`config.mk`:
```
export PLATFORM = sky130hd
export DESIGN_NAME = small_matrix_multiply_engine_unit
export DESIGN_NICKNAME = d
export VERILOG_FILES = /design/src/hw/rtl/smme_pkg.sv /design/src/hw/rtl/smme_front.sv /design/src/hw/rtl/smme_cmd_fifo.sv /design/src/hw/rtl/smme_back.sv /design/src/hw/rtl/small_matrix_multiply_engine_unit.sv
export VERILOG_INCLUDE_DIRS = /design/src /design/src/hw/rtl
export SDC_FILE = /design/constraint.sdc
export NUM_CORES = 2
export LEC_CHECK = 0
export BUFFER_PORTS_ARGS = -buffer_cell sky130_fd_sc_hd__buf_2
export CORE_ASPECT_RATIO = 0.7
export CORE_UTILIZATION = 35
export DETAILED_ROUTE_END_ITERATION = 12
export PLACE_DENSITY_LB_ADDON = 0.12
export RECOVER_POWER = 50
export SETUP_SLACK_MARGIN = 0.05
export SLEW_MARGIN = 15
export SYNTH_ARGS = -nofsm -noshare
export SYNTH_HDL_FRONTEND = slang
export SYNTH_SLANG_ARGS = --single-unit
```
`constraint.sdc`:
```
create_clock -name clk_i -period 7.7 [get_ports clk_i]
set_input_delay 0.385 -clock clk_i [delete_from_list [all_inputs] [get_ports clk_i]]
set_output_delay 0.385 -clock clk_i [all_outputs]
set_load 0.02 [all_outputs]
```
`src/hw/rtl/small_matrix_multiply_engine_unit_defines.svh`:
```
// ----------------------------------------------------------------------------
// Small matrix multiply engine: assertion macros
// Shared concurrent assertion forms, sampled on clk_i, off during reset.
// ----------------------------------------------------------------------------
`ifndef SMALL_MATRIX_MULTIPLY_ENGINE_UNIT_DEFINES_SVH
`define SMALL_MATRIX_MULTIPLY_ENGINE_UNIT_DEFINES_SVH

// same-cycle implication
`define SMME_ASSERT_NOW(lbl, ante, cons, msg) \
  lbl: assert property (@(posedge clk_i) disable iff (!rst_ni) (ante) |-> (cons)) \
    else $error(msg);

// next-cycle implication
`define SMME_ASSERT_NEXT(lbl, ante, cons, msg) \
  lbl: assert property (@(posedge clk_i) disable iff (!rst_ni) (ante) |=> (cons)) \
    else $error(msg);

`endif

```
`src/hw/rtl/smme_pkg.sv`:
```
// ----------------------------------------------------------------------------
// smme_pkg
// Types, constants and helpers shared by the matrix multiply engine.
// ----------------------------------------------------------------------------
package smme_pkg;

  localparam int MAX_DIM   = 8;
  localparam int IDX_W     = (MAX_DIM > 1) ? $clog2(MAX_DIM) : 1;
  localparam int DEPTH     = MAX_DIM * MAX_DIM;
  localparam int ADDR_W    = (DEPTH > 1) ? $clog2(DEPTH) : 1;

  localparam int MODE_W    = 2;
  localparam int FIELD_W   = 3;
  localparam int ELEM_W    = 16;
  localparam int PROD_W    = 32;
  localparam int SUM_W     = 40;
  localparam int CFG_W     = 4;
  localparam int CFG_IDX_W = 2;

  localparam int CMD_DEPTH = 2;
  localparam int CMD_PTR_W = 1;
  localparam int CMD_CNT_W = 2;
  localparam int OUT_DEPTH = 4;
  localparam int OUT_PTR_W = 2;
  localparam int OUT_CNT_W = 3;

  localparam logic [MODE_W-1:0] MODE_WR_A    = 2'd0;
  localparam logic [MODE_W-1:0] MODE_WR_B    = 2'd1;
  localparam logic [MODE_W-1:0] MODE_COMPUTE = 2'd2;

  localparam logic [CFG_IDX_W-1:0] CFG_ROWS_A    = 2'd0;
  localparam logic [CFG_IDX_W-1:0] CFG_INNER_LEN = 2'd1;
  localparam logic [CFG_IDX_W-1:0] CFG_COLS_B    = 2'd2;

  typedef enum logic [1:0] {
    OP_WR_A,
    OP_WR_B,
    OP_COMPUTE
  } smme_op_e;

  typedef struct packed {
    smme_op_e                 op;
    logic [IDX_W-1:0]         row;
    logic [IDX_W-1:0]         col;
    logic signed [ELEM_W-1:0] value;
    logic [IDX_W-1:0]         rows_last;
    logic [IDX_W-1:0]         inner_last;
    logic [IDX_W-1:0]         cols_last;
  } smme_cmd_t;

  typedef struct packed {
    logic full;
    logic empty;
  } smme_q_stat_t;

  typedef struct packed {
    logic signed [SUM_W-1:0] sum;
    logic [IDX_W-1:0]        row;
    logic [IDX_W-1:0]        col;
    logic                    last;
  } smme_res_t;

  // size register to last index in use: 0 acts as 1, above MAX_DIM clamps
  function automatic logic [IDX_W-1:0] smme_dim_last(input logic [CFG_W-1:0] v);
    logic [IDX_W-1:0] res;
    if (v == '0) begin
      res = '0;
    end else if (v > CFG_W'(MAX_DIM)) begin
      res = IDX_W'(MAX_DIM - 1);
    end else begin
      res = IDX_W'(v - 1'b1);
    end
    return res;
  endfunction

  function automatic logic [ADDR_W-1:0] smme_addr(input logic [IDX_W-1:0] row,
                                                   input logic [IDX_W-1:0] col);
    return ADDR_W'(int'(row) * MAX_DIM + int'(col));
  endfunction

endpackage

```
`src/hw/rtl/smme_front.sv`:
```
// ----------------------------------------------------------------------------
// smme_front
// Holds the size registers, decodes input items into commands for the queue.
// ----------------------------------------------------------------------------
module smme_front (
  input  logic                              clk_i,
  input  logic                              rst_ni,
  input  logic                              push_i,
  input  logic [smme_pkg::MODE_W-1:0]       mode_i,
  input  logic [smme_pkg::FIELD_W-1:0]      row_index_i,
  input  logic [smme_pkg::FIELD_W-1:0]      col_index_i,
  input  logic signed [smme_pkg::ELEM_W-1:0] elem_value_i,
  input  logic                              cfg_we_i,
  input  logic [smme_pkg::CFG_IDX_W-1:0]    cfg_idx_i,
  input  logic [smme_pkg::CFG_W-1:0]        cfg_wdata_i,
  input  smme_pkg::smme_q_stat_t            q_stat_i,
  output logic                              full_o,
  output logic                              cmd_push_o,
  output smme_pkg::smme_cmd_t               cmd_o
);
  import smme_pkg::*;

  logic [IDX_W-1:0] rows_last_q, rows_last_d;
  logic [IDX_W-1:0] inner_last_q, inner_last_d;
  logic [IDX_W-1:0] cols_last_q, cols_last_d;
  logic             in_range;
  logic             keep;
  smme_op_e         op;

  always_comb begin
    rows_last_d  = rows_last_q;
    inner_last_d = inner_last_q;
    cols_last_d  = cols_last_q;
    if (cfg_we_i) begin
      unique case (cfg_idx_i)
        CFG_ROWS_A:    rows_last_d  = smme_dim_last(cfg_wdata_i);
        CFG_INNER_LEN: inner_last_d = smme_dim_last(cfg_wdata_i);
        CFG_COLS_B:    cols_last_d  = smme_dim_last(cfg_wdata_i);
        default:       ;
      endcase
    end
  end

  always_ff @(posedge clk_i or negedge rst_ni) begin
    if (!rst_ni) begin
      rows_last_q  <= '0;
      inner_last_q <= '0;
      cols_last_q  <= '0;
    end else begin
      rows_last_q  <= rows_last_d;
      inner_last_q <= inner_last_d;
      cols_last_q  <= cols_last_d;
    end
  end

  assign in_range = (int'(row_index_i) < MAX_DIM) && (int'(col_index_i) < MAX_DIM);

  always_comb begin
    unique case (mode_i)
      MODE_WR_A: begin
        op   = OP_WR_A;
        keep = in_range;
      end
      MODE_WR_B: begin
        op   = OP_WR_B;
        keep = in_range;
      end
      MODE_COMPUTE: begin
        op   = OP_COMPUTE;
        keep = 1'b1;
      end
      default: begin
        op   = OP_WR_A;
        keep = 1'b0;
      end
    endcase
  end

  assign full_o     = q_stat_i.full;
  assign cmd_push_o = push_i && !q_stat_i.full && keep;

  always_comb begin
    cmd_o            = '0;
    cmd_o.op         = op;
    cmd_o.row        = IDX_W'(row_index_i);
    cmd_o.col        = IDX_W'(col_index_i);
    cmd_o.value      = elem_value_i;
    cmd_o.rows_last  = rows_last_q;
    cmd_o.inner_last = inner_last_q;
    cmd_o.cols_last  = cols_last_q;
  end

endmodule

```
`src/hw/rtl/smme_cmd_fifo.sv`:
```
// ----------------------------------------------------------------------------
// smme_cmd_fifo
// Short command queue between the front and the back.
// ----------------------------------------------------------------------------
module smme_cmd_fifo (
  input  logic                   clk_i,
  input  logic                   rst_ni,
  input  logic                   push_i,
  input  smme_pkg::smme_cmd_t    cmd_i,
  input  logic                   pop_i,
  output smme_pkg::smme_cmd_t    cmd_o,
  output smme_pkg::smme_q_stat_t stat_o
);
  import smme_pkg::*;

  smme_cmd_t            mem_q [CMD_DEPTH];
  logic [CMD_PTR_W-1:0] wr_ptr_q, wr_ptr_d;
  logic [CMD_PTR_W-1:0] rd_ptr_q, rd_ptr_d;
  logic [CMD_CNT_W-1:0] cnt_q, cnt_d;
  logic                 do_push;
  logic                 do_pop;

  assign stat_o.full  = (cnt_q == CMD_CNT_W'(CMD_DEPTH));
  assign stat_o.empty = (cnt_q == '0);
  assign do_push      = push_i && !stat_o.full;
  assign do_pop       = pop_i && !stat_o.empty;
  assign cmd_o        = mem_q[rd_ptr_q];

  always_comb begin
    wr_ptr_d = wr_ptr_q;
    rd_ptr_d = rd_ptr_q;
    if (do_push) begin
      wr_ptr_d = (int'(wr_ptr_q) == CMD_DEPTH - 1) ? '0 : wr_ptr_q + 1'b1;
    end
    if (do_pop) begin
      rd_ptr_d = (int'(rd_ptr_q) == CMD_DEPTH - 1) ? '0 : rd_ptr_q + 1'b1;
    end
    cnt_d = cnt_q + CMD_CNT_W'(do_push) - CMD_CNT_W'(do_pop);
  end

  always_ff @(posedge clk_i or negedge rst_ni) begin
    if (!rst_ni) begin
      wr_ptr_q <= '0;
      rd_ptr_q <= '0;
      cnt_q    <= '0;
    end else begin
      wr_ptr_q <= wr_ptr_d;
      rd_ptr_q <= rd_ptr_d;
      cnt_q    <= cnt_d;
    end
  end

  always_ff @(posedge clk_i) begin
    if (do_push) begin
      mem_q[wr_ptr_q] <= cmd_i;
    end
  end

endmodule

```
`src/hw/rtl/smme_back.sv`:
```
// ----------------------------------------------------------------------------
// smme_back
// Runs commands: element writes into the A and B stores, and the
// multiply-accumulate sequence of a compute, into a small result queue.
// ----------------------------------------------------------------------------
module smme_back (
  input  logic                   clk_i,
  input  logic                   rst_ni,
  input  smme_pkg::smme_q_stat_t q_stat_i,
  input  smme_pkg::smme_cmd_t    cmd_i,
  output logic                   cmd_pop_o,
  input  logic                   pop_i,
  output logic                   empty_o,
  output smme_pkg::smme_res_t    res_o
);
  import smme_pkg::*;

  typedef enum logic [1:0] {
    ST_IDLE = 2'b01,
    ST_RUN  = 2'b10
  } smme_state_e;

  typedef struct packed {
    logic             first;
    logic             last;
    logic [IDX_W-1:0] row;
    logic [IDX_W-1:0] col;
    logic             last_elem;
  } smme_tag_t;

  smme_state_e      state_q, state_d;
  logic [IDX_W-1:0] r_q, r_d, c_q, c_d, k_q, k_d;
  logic [IDX_W-1:0] nr_q, nr_d, nk_q, nk_d, nc_q, nc_d;
  logic [OUT_CNT_W-1:0] credit_q, credit_d;

  logic issue;
  logic start;
  logic wr_a;
  logic wr_b;
  logic [ADDR_W-1:0] w_addr, a_addr, b_addr;

  logic signed [ELEM_W-1:0] a_mem [DEPTH];
  logic signed [ELEM_W-1:0] b_mem [DEPTH];
  logic signed [ELEM_W-1:0] a_rd_q, b_rd_q;
  logic signed [PROD_W-1:0] prod_q;
  logic signed [SUM_W-1:0]  acc_q, acc_d;
  smme_tag_t                tag, s1_tag_q, s2_tag_q;
  logic                     s1_vld_q, s2_vld_q;

  smme_res_t            out_mem_q [OUT_DEPTH];
  logic [OUT_PTR_W-1:0] out_wr_q, out_wr_d, out_rd_q, out_rd_d;
  logic [OUT_CNT_W-1:0] out_cnt_q, out_cnt_d;
  logic                 out_push;
  logic                 out_pop;
  smme_res_t            out_entry;

  // command issue and element sequencing
  assign cmd_pop_o = (state_q == ST_IDLE) && !q_stat_i.empty;
  assign wr_a      = cmd_pop_o && (cmd_i.op == OP_WR_A);
  assign wr_b      = cmd_pop_o && (cmd_i.op == OP_WR_B);
  assign issue     = (state_q == ST_RUN) && ((k_q != '0) || (credit_q != '0));
  assign start     = issue && (k_q == '0);

  assign w_addr = smme_addr(cmd_i.row, cmd_i.col);
  assign a_addr = smme_addr(r_q, k_q);
  assign b_addr = smme_addr(k_q, c_q);

  always_comb begin
    state_d = state_q;
    r_d     = r_q;
    c_d     = c_q;
    k_d     = k_q;
    nr_d    = nr_q;
    nk_d    = nk_q;
    nc_d    = nc_q;
    unique case (state_q)
      ST_IDLE: begin
        if (cmd_pop_o && (cmd_i.op == OP_COMPUTE)) begin
          nr_d    = cmd_i.rows_last;
          nk_d    = cmd_i.inner_last;
          nc_d    = cmd_i.cols_last;
          r_d     = '0;
          c_d     = '0;
          k_d     = '0;
          state_d = ST_RUN;
        end
      end
      ST_RUN: begin
        if (issue) begin
          if (k_q != nk_q) begin
            k_d = k_q + 1'b1;
          end else begin
            k_d = '0;
            if (c_q != nc_q) begin
              c_d = c_q + 1'b1;
            end else begin
              c_d = '0;
              if (r_q != nr_q) begin
                r_d = r_q + 1'b1;
              end else begin
                state_d = ST_IDLE;
              end
            end
          end
        end
      end
      default: state_d = ST_IDLE;
    endcase
  end

  always_comb begin
    tag.first     = (k_q == '0);
    tag.last      = (k_q == nk_q);
    tag.row       = r_q;
    tag.col       = c_q;
    tag.last_elem = (r_q == nr_q) && (c_q == nc_q);
  end

  // one result slot is reserved per element started
  assign credit_d = credit_q - OUT_CNT_W'(start) + OUT_CNT_W'(out_pop);

  always_ff @(posedge clk_i or negedge rst_ni) begin
    if (!rst_ni) begin
      state_q  <= ST_IDLE;
      r_q      <= '0;
      c_q      <= '0;
      k_q      <= '0;
      nr_q     <= '0;
      nk_q     <= '0;
      nc_q     <= '0;
      credit_q <= OUT_CNT_W'(OUT_DEPTH);
      s1_vld_q <= 1'b0;
      s2_vld_q <= 1'b0;
    end else begin
      state_q  <= state_d;
      r_q      <= r_d;
      c_q      <= c_d;
      k_q      <= k_d;
      nr_q     <= nr_d;
      nk_q     <= nk_d;
      nc_q     <= nc_d;
      credit_q <= credit_d;
      s1_vld_q <= issue;
      s2_vld_q <= s1_vld_q;
    end
  end

  // operand stores
  always_ff @(posedge clk_i) begin
    if (wr_a) begin
      a_mem[w_addr] <= cmd_i.value;
    end
    if (wr_b) begin
      b_mem[w_addr] <= cmd_i.value;
    end
    if (issue) begin
      a_rd_q   <= a_mem[a_addr];
      b_rd_q   <= b_mem[b_addr];
      s1_tag_q <= tag;
    end
  end

  // multiply, then accumulate
  assign acc_d = s2_tag_q.first ? SUM_W'(prod_q) : acc_q + SUM_W'(prod_q);

  always_ff @(posedge clk_i) begin
    if (s1_vld_q) begin
      prod_q   <= a_rd_q * b_rd_q;
      s2_tag_q <= s1_tag_q;
    end
    if (s2_vld_q) begin
      acc_q <= acc_d;
    end
  end

  // result queue
  assign out_push = s2_vld_q && s2_tag_q.last;
  assign empty_o  = (out_cnt_q == '0);
  assign out_pop  = pop_i && !empty_o;
  assign res_o    = out_mem_q[out_rd_q];

  always_comb begin
    out_entry.sum  = acc_d;
    out_entry.row  = s2_tag_q.row;
    out_entry.col  = s2_tag_q.col;
    out_entry.last = s2_tag_q.last_elem;
    out_wr_d       = out_push ? out_wr_q + 1'b1 : out_wr_q;
    out_rd_d       = out_pop ? out_rd_q + 1'b1 : out_rd_q;
    out_cnt_d      = out_cnt_q + OUT_CNT_W'(out_push) - OUT_CNT_W'(out_pop);
  end

  always_ff @(posedge clk_i or negedge rst_ni) begin
    if (!rst_ni) begin
      out_wr_q  <= '0;
      out_rd_q  <= '0;
      out_cnt_q <= '0;
    end else begin
      out_wr_q  <= out_wr_d;
      out_rd_q  <= out_rd_d;
      out_cnt_q <= out_cnt_d;
    end
  end

  always_ff @(posedge clk_i) begin
    if (out_push) begin
      out_mem_q[out_wr_q] <= out_entry;
    end
  end

endmodule

```
`src/hw/rtl/small_matrix_multiply_engine_unit.sv`:
```
// ----------------------------------------------------------------------------
// small_matrix_multiply_engine_unit
// Stored-operand matrix multiply C = A * B on signed Q8.8, Q24.16 results.
// ----------------------------------------------------------------------------
// Element writes pass through a two-entry command queue and are stored by
// the back end as it pops them. A compute runs a single 16x16 multiplier
// and a 40-bit accumulator, one product per cycle while result slots are
// free; each result element sums inner_len products and is written to the
// result queue from the accumulator input after the operand read and
// product registers. Results wait in a four-entry queue; when all its slots
// are reserved, the multiply sequence pauses at the next element boundary.
// Commands queued behind a compute wait until its last product has issued.
`include "small_matrix_multiply_engine_unit_defines.svh"

module small_matrix_multiply_engine_unit (
  input  logic                                clk_i,
  input  logic                                rst_ni,
  input  logic                                push_i,
  output logic                                full_o,
  input  logic [smme_pkg::MODE_W-1:0]         mode_i,
  input  logic [smme_pkg::FIELD_W-1:0]        row_index_i,
  input  logic [smme_pkg::FIELD_W-1:0]        col_index_i,
  input  logic signed [smme_pkg::ELEM_W-1:0]  elem_value_i,
  output logic                                empty_o,
  input  logic                                pop_i,
  output logic signed [smme_pkg::SUM_W-1:0]   sum_value_o,
  output logic [smme_pkg::FIELD_W-1:0]        out_row_o,
  output logic [smme_pkg::FIELD_W-1:0]        out_col_o,
  output logic                                last_elem_o,
  input  logic                                cfg_we_i,
  input  logic [smme_pkg::CFG_IDX_W-1:0]      cfg_idx_i,
  input  logic [smme_pkg::CFG_W-1:0]          cfg_wdata_i
);
  import smme_pkg::*;

  logic         cmd_push;
  logic         cmd_pop;
  smme_cmd_t    cmd_in;
  smme_cmd_t    cmd_out;
  smme_q_stat_t q_stat;
  smme_res_t    res;

  smme_front u_front (
    .clk_i       (clk_i),
    .rst_ni      (rst_ni),
    .push_i      (push_i),
    .mode_i      (mode_i),
    .row_index_i (row_index_i),
    .col_index_i (col_index_i),
    .elem_value_i(elem_value_i),
    .cfg_we_i    (cfg_we_i),
    .cfg_idx_i   (cfg_idx_i),
    .cfg_wdata_i (cfg_wdata_i),
    .q_stat_i    (q_stat),
    .full_o      (full_o),
    .cmd_push_o  (cmd_push),
    .cmd_o       (cmd_in)
  );

  smme_cmd_fifo u_cmd_fifo (
    .clk_i (clk_i),
    .rst_ni(rst_ni),
    .push_i(cmd_push),
    .cmd_i (cmd_in),
    .pop_i (cmd_pop),
    .cmd_o (cmd_out),
    .stat_o(q_stat)
  );

  smme_back u_back (
    .clk_i    (clk_i),
    .rst_ni   (rst_ni),
    .q_stat_i (q_stat),
    .cmd_i    (cmd_out),
    .cmd_pop_o(cmd_pop),
    .pop_i    (pop_i),
    .empty_o  (empty_o),
    .res_o    (res)
  );

  assign sum_value_o = res.sum;
  assign out_row_o   = FIELD_W'(res.row);
  assign out_col_o   = FIELD_W'(res.col);
  assign last_elem_o = res.last;

  `SMME_ASSERT_NEXT(a_compute_queued, push_i && !full_o && (mode_i == MODE_COMPUTE), !q_stat.empty, "accepted compute did not reach the command queue")
  `SMME_ASSERT_NOW(a_unused_mode_dropped, push_i && (mode_i != MODE_WR_A) && (mode_i != MODE_WR_B) && (mode_i != MODE_COMPUTE), !cmd_push, "unused mode entered the command queue")
  `SMME_ASSERT_NOW(a_pop_nonempty, cmd_pop, !q_stat.empty, "back end took a command from an empty queue")

endmodule

```
==> metrics.txt <==
Worst VDD drop=0.768 mV; Overall Power=roughly 47,000 uW; endpoint class of the critical path=register; Area Growth Syn to Fin=13.4%; H-tree Lvls=4; Slew Limit Fails=2,537; Inst Count DP=between 9k and 10k; Final GP Congestion=0.788; Async SR Flop Fraction=1.82%; Vias per Instance=5.22; CP delay by family, top=buffers and inverters; clk sinks=2,469; Core Area=~300,000 um2; antenna violations before repair=49; Clock Latency Late Sink=approximately 0.95 ns; combinational share of power=between 30 and 40%; Residual DRC=0; cell at the slowest stage of the critical path=clkbuf_1; PwrDens=slightly below 400 nW/um2; Synth Cell Area=105,000 um2; CTS resizes=0; FF/Latch Area=approximately 74,000 um2; grt ovf=0; Final nets=5,991; # rows=~170; GRT Total Usage=18.4%; slowest stage delay, CP=2.16 ns; Least-Margin Pin Slew=3.41 ns; die height=461 um; switching pwr=16,600 uW; # port buffers=83; filler cell count in the final layout=26.8k; Slew HR=-128%; failing checks=max-capacitance violations, max-slew violations; flops & latches, synth=2,469; final hold viol count=0; via count=50.9k; Post-DRT Antenna Nets=0; die area=between 300,000 and 400,000 um2; Primary FF master, synth=edfxtp_1; Crit Path Category=register to register; post-synthesis cell type count=70; Setup TNS=0 ns; final core occ=39.9%; Power Internal=30,800 uW; largest net degree at the start of global routing=90; Post-CTS Setup Bufs=0; fin crit period=6.74 ns; sequential share of the synthesized area=70.2%; clock share of power=25.2%; Reg power frac=a little under two fifths; CTS tree=built; Ports=84; drt total wl=281,000 um; Final period util=87.5%; Non-Filler Instances=9,753; share of post-route cells with drive strength above 1=22.8%; initial core utilization=35.2%; crit-path cells=clkbuf_1 -> xor2_1 -> nor3_1 -> a21oi_1 -> a21o_1 -> nor2_1 -> xnor2_1 -> nor2_1; CP arrival=~7.5 ns; max_cap viols=55; Mapped Cells=5,217; Buf/Inv on CP=1; Reg clk slew, reported paths=0.06 ns; Final Skew=0.100 ns; Mean Syn Cell Area=20.2 um2; Clock Tree Root=clkbuf_16; wire length of the first global-routing pass=approximately 400,000 um; Num CTS Buffers=roughly 240; WHS=0.0263 ns; Synth Warn #=0; Worst Path Max Fanout=41; First-pass DRT Iterations=5; DRT iter0 DRCs=5,211; Mapped Nets=5,653; Sw Share=a little over a third; leakage=0.0382 uW; WL/cell=28.8 um; Die Width=around 660 um; RSZ-0062 raised after global routing=false; Worst Setup Start Kind=register; EDFF count, synth=2,424; Worst EP required=8.46 ns; Max Freq=148 MHz; vias in the first global route=51.2k; CTS max path bufs=4; Final setup viols=0; critical path's most frequent cell=nor2_1; status=complete, but fails checks; area of the multi-input gates=29,200 um2; worst min path class=input pin to register; DP Wirelength=174,000 um
## registers in the layout, summed over array words and instances, names as in the netlist, 16 cells and up
name / count
u_back.b_rd_q: 16
u_back.acc_q: 40
u_back.b_mem: 1024
u_back.out_mem_q: 188
u_cmd_fifo.mem_q: 66
u_back.a_rd_q: 16
u_back.prod_q: 32
u_back.a_mem: 1024
## cells in the final DEF (no fill, tap or decap), types with 13 or more instances in the layout
cell and instances:
edfxtp_1 2424, dlygate4sd3_1 37, nor2_1 164, fa_1 265, dfrtp_1 38, and3_1 14, mux4_2 719, o21ai_1 21
ha_1 136, nand3_1 19, mux2i_1 14, a21oi_1 72, o31ai_1 13, diode_2 15, mux2_1 18, clkinv_1 50
clkbuf_16 244, and2_1 108, inv_1 346, buf_2 49, buf_4 122, clkinv_2 42, nand2b_1 23, bufinv_16 29
a21o_1 24, nand2_1 254, xnor2_1 54, nor2_2 38, o21ai_0 56, clkbuf_1 134, xor2_1 23
## routing by layer
layer  vias up  share of wire [%]  track usage (%)
met5         -              0.031                0
met4        12                2.0             3.86
met3       337                6.6             3.85
met2      1356                 43             26.5
met1     27803                 48             28.6
li1      21375                  -                -
## cell usage after synthesis (4+ instances only)
cell	n	area (um2)
a2111oi_0	4	35.0
a21o_1	24	180
ha_1	136	1700
o2111ai_1	4	35.0
mux4_2	719	16200
a21boi_1	5	37.5
xor2_1	23	201
mux2_2	23	259
buf_4	6	45.0
xnor2_1	54	473
a21oi_1	72	360
nor3b_1	4	30.0
o211ai_1	7	52.6
nor3_1	11	55.1
a31oi_1	4	25.0
and3_1	18	113
nor2b_1	9	56.3
o21bai_1	8	60.1
mux2i_1	14	140
o21ai_1	21	105
o21ai_0	56	280
dfrtp_1	43	1080
clkbuf_1	141	529
edfxtp_1	2424	72800
and2_1	112	701
buf_1	15	56.3
o31ai_1	13	97.6
nand2_1	254	953
o32ai_1	5	43.8
nand2b_1	23	144
a211oi_1	7	52.6
nand3b_1	6	45.0
o21a_1	10	75.1
buf_6	8	90.1
or3_1	4	25.0
nand3_1	19	95.1
inv_1	345	1290
nor2_1	206	773
buf_2	47	235
fa_1	265	5310
## cell families after synthesis
family          synth area share (%)
mux                             15.8
fa+ha+maj                       6.66
flops                           70.2
compound gates                  1.63
xor+xnor                       0.641
simple gates                    2.94
buf+inv                         2.15
## tightest hold or removal path, delay by kind of cell
kind / cells / cell delay, ns
simple gates: 1 / 0.20
xor+xnor: 1 / 0.15
buf+inv: 1 / 0.09
## final cells by class
class	instances	area share, %
diodes	15	0.0315
clock buffers	292	5.28
clock inverters	141	1.25
inverters	348	1.09
multi-input cells	2183	24.5
flip-flops and latches	2469	62.0
well taps	3995	4.19
repair buffers	310	1.72
## worst paths after layout
kind	start	to	cells past startpoint	slack (ns)
worst max-delay path	u_back.k_q[1]	u_back.r_q[2]	8	0.96
worst min-delay path	pop_i	u_back.out_rd_q[0]	3	0.03
worst max register to register	u_back.k_q[1]	u_back.r_q[2]	8	0.96
worst min register to register	u_back.s1_tag_q[8]	u_back.s2_tag_q[8]	0	0.42
max in group asynchronous	rst_ni	u_back.out_rd_q[0]	3	4.39
min in group asynchronous	rst_ni	u_back.out_cnt_q[0]	3	1.14
## power groups by stage
stage	clock network [uW]	registers (uW)	logic [uW]
floorplan	0	17600	12200
global placement	0	17800	17900
detailed placement	0	17800	18000
CTS	12200	17600	18100
global route	12700	17700	20000
finish	11900	17700	17800
## through the flow
| step | setup WS [ns] | area (um2) |
|---|---|---|
| final | 0.964 | 119000 |
| after floorplan | 1.70 | 105000 |
| after global placement | 1.01 | 112000 |
| after global routing | 0.498 | 119000 |
| after detailed placement | 0.949 | 112000 |
| after CTS | 0.893 | 120000 |
## repair_timing
action / CTS / global route
endpoints found under the hold margin: 101 / 0
hold buffers: 37 / 0
endpoints found under the setup margin: 0 / 0
(Power assumes the default switching activity.)
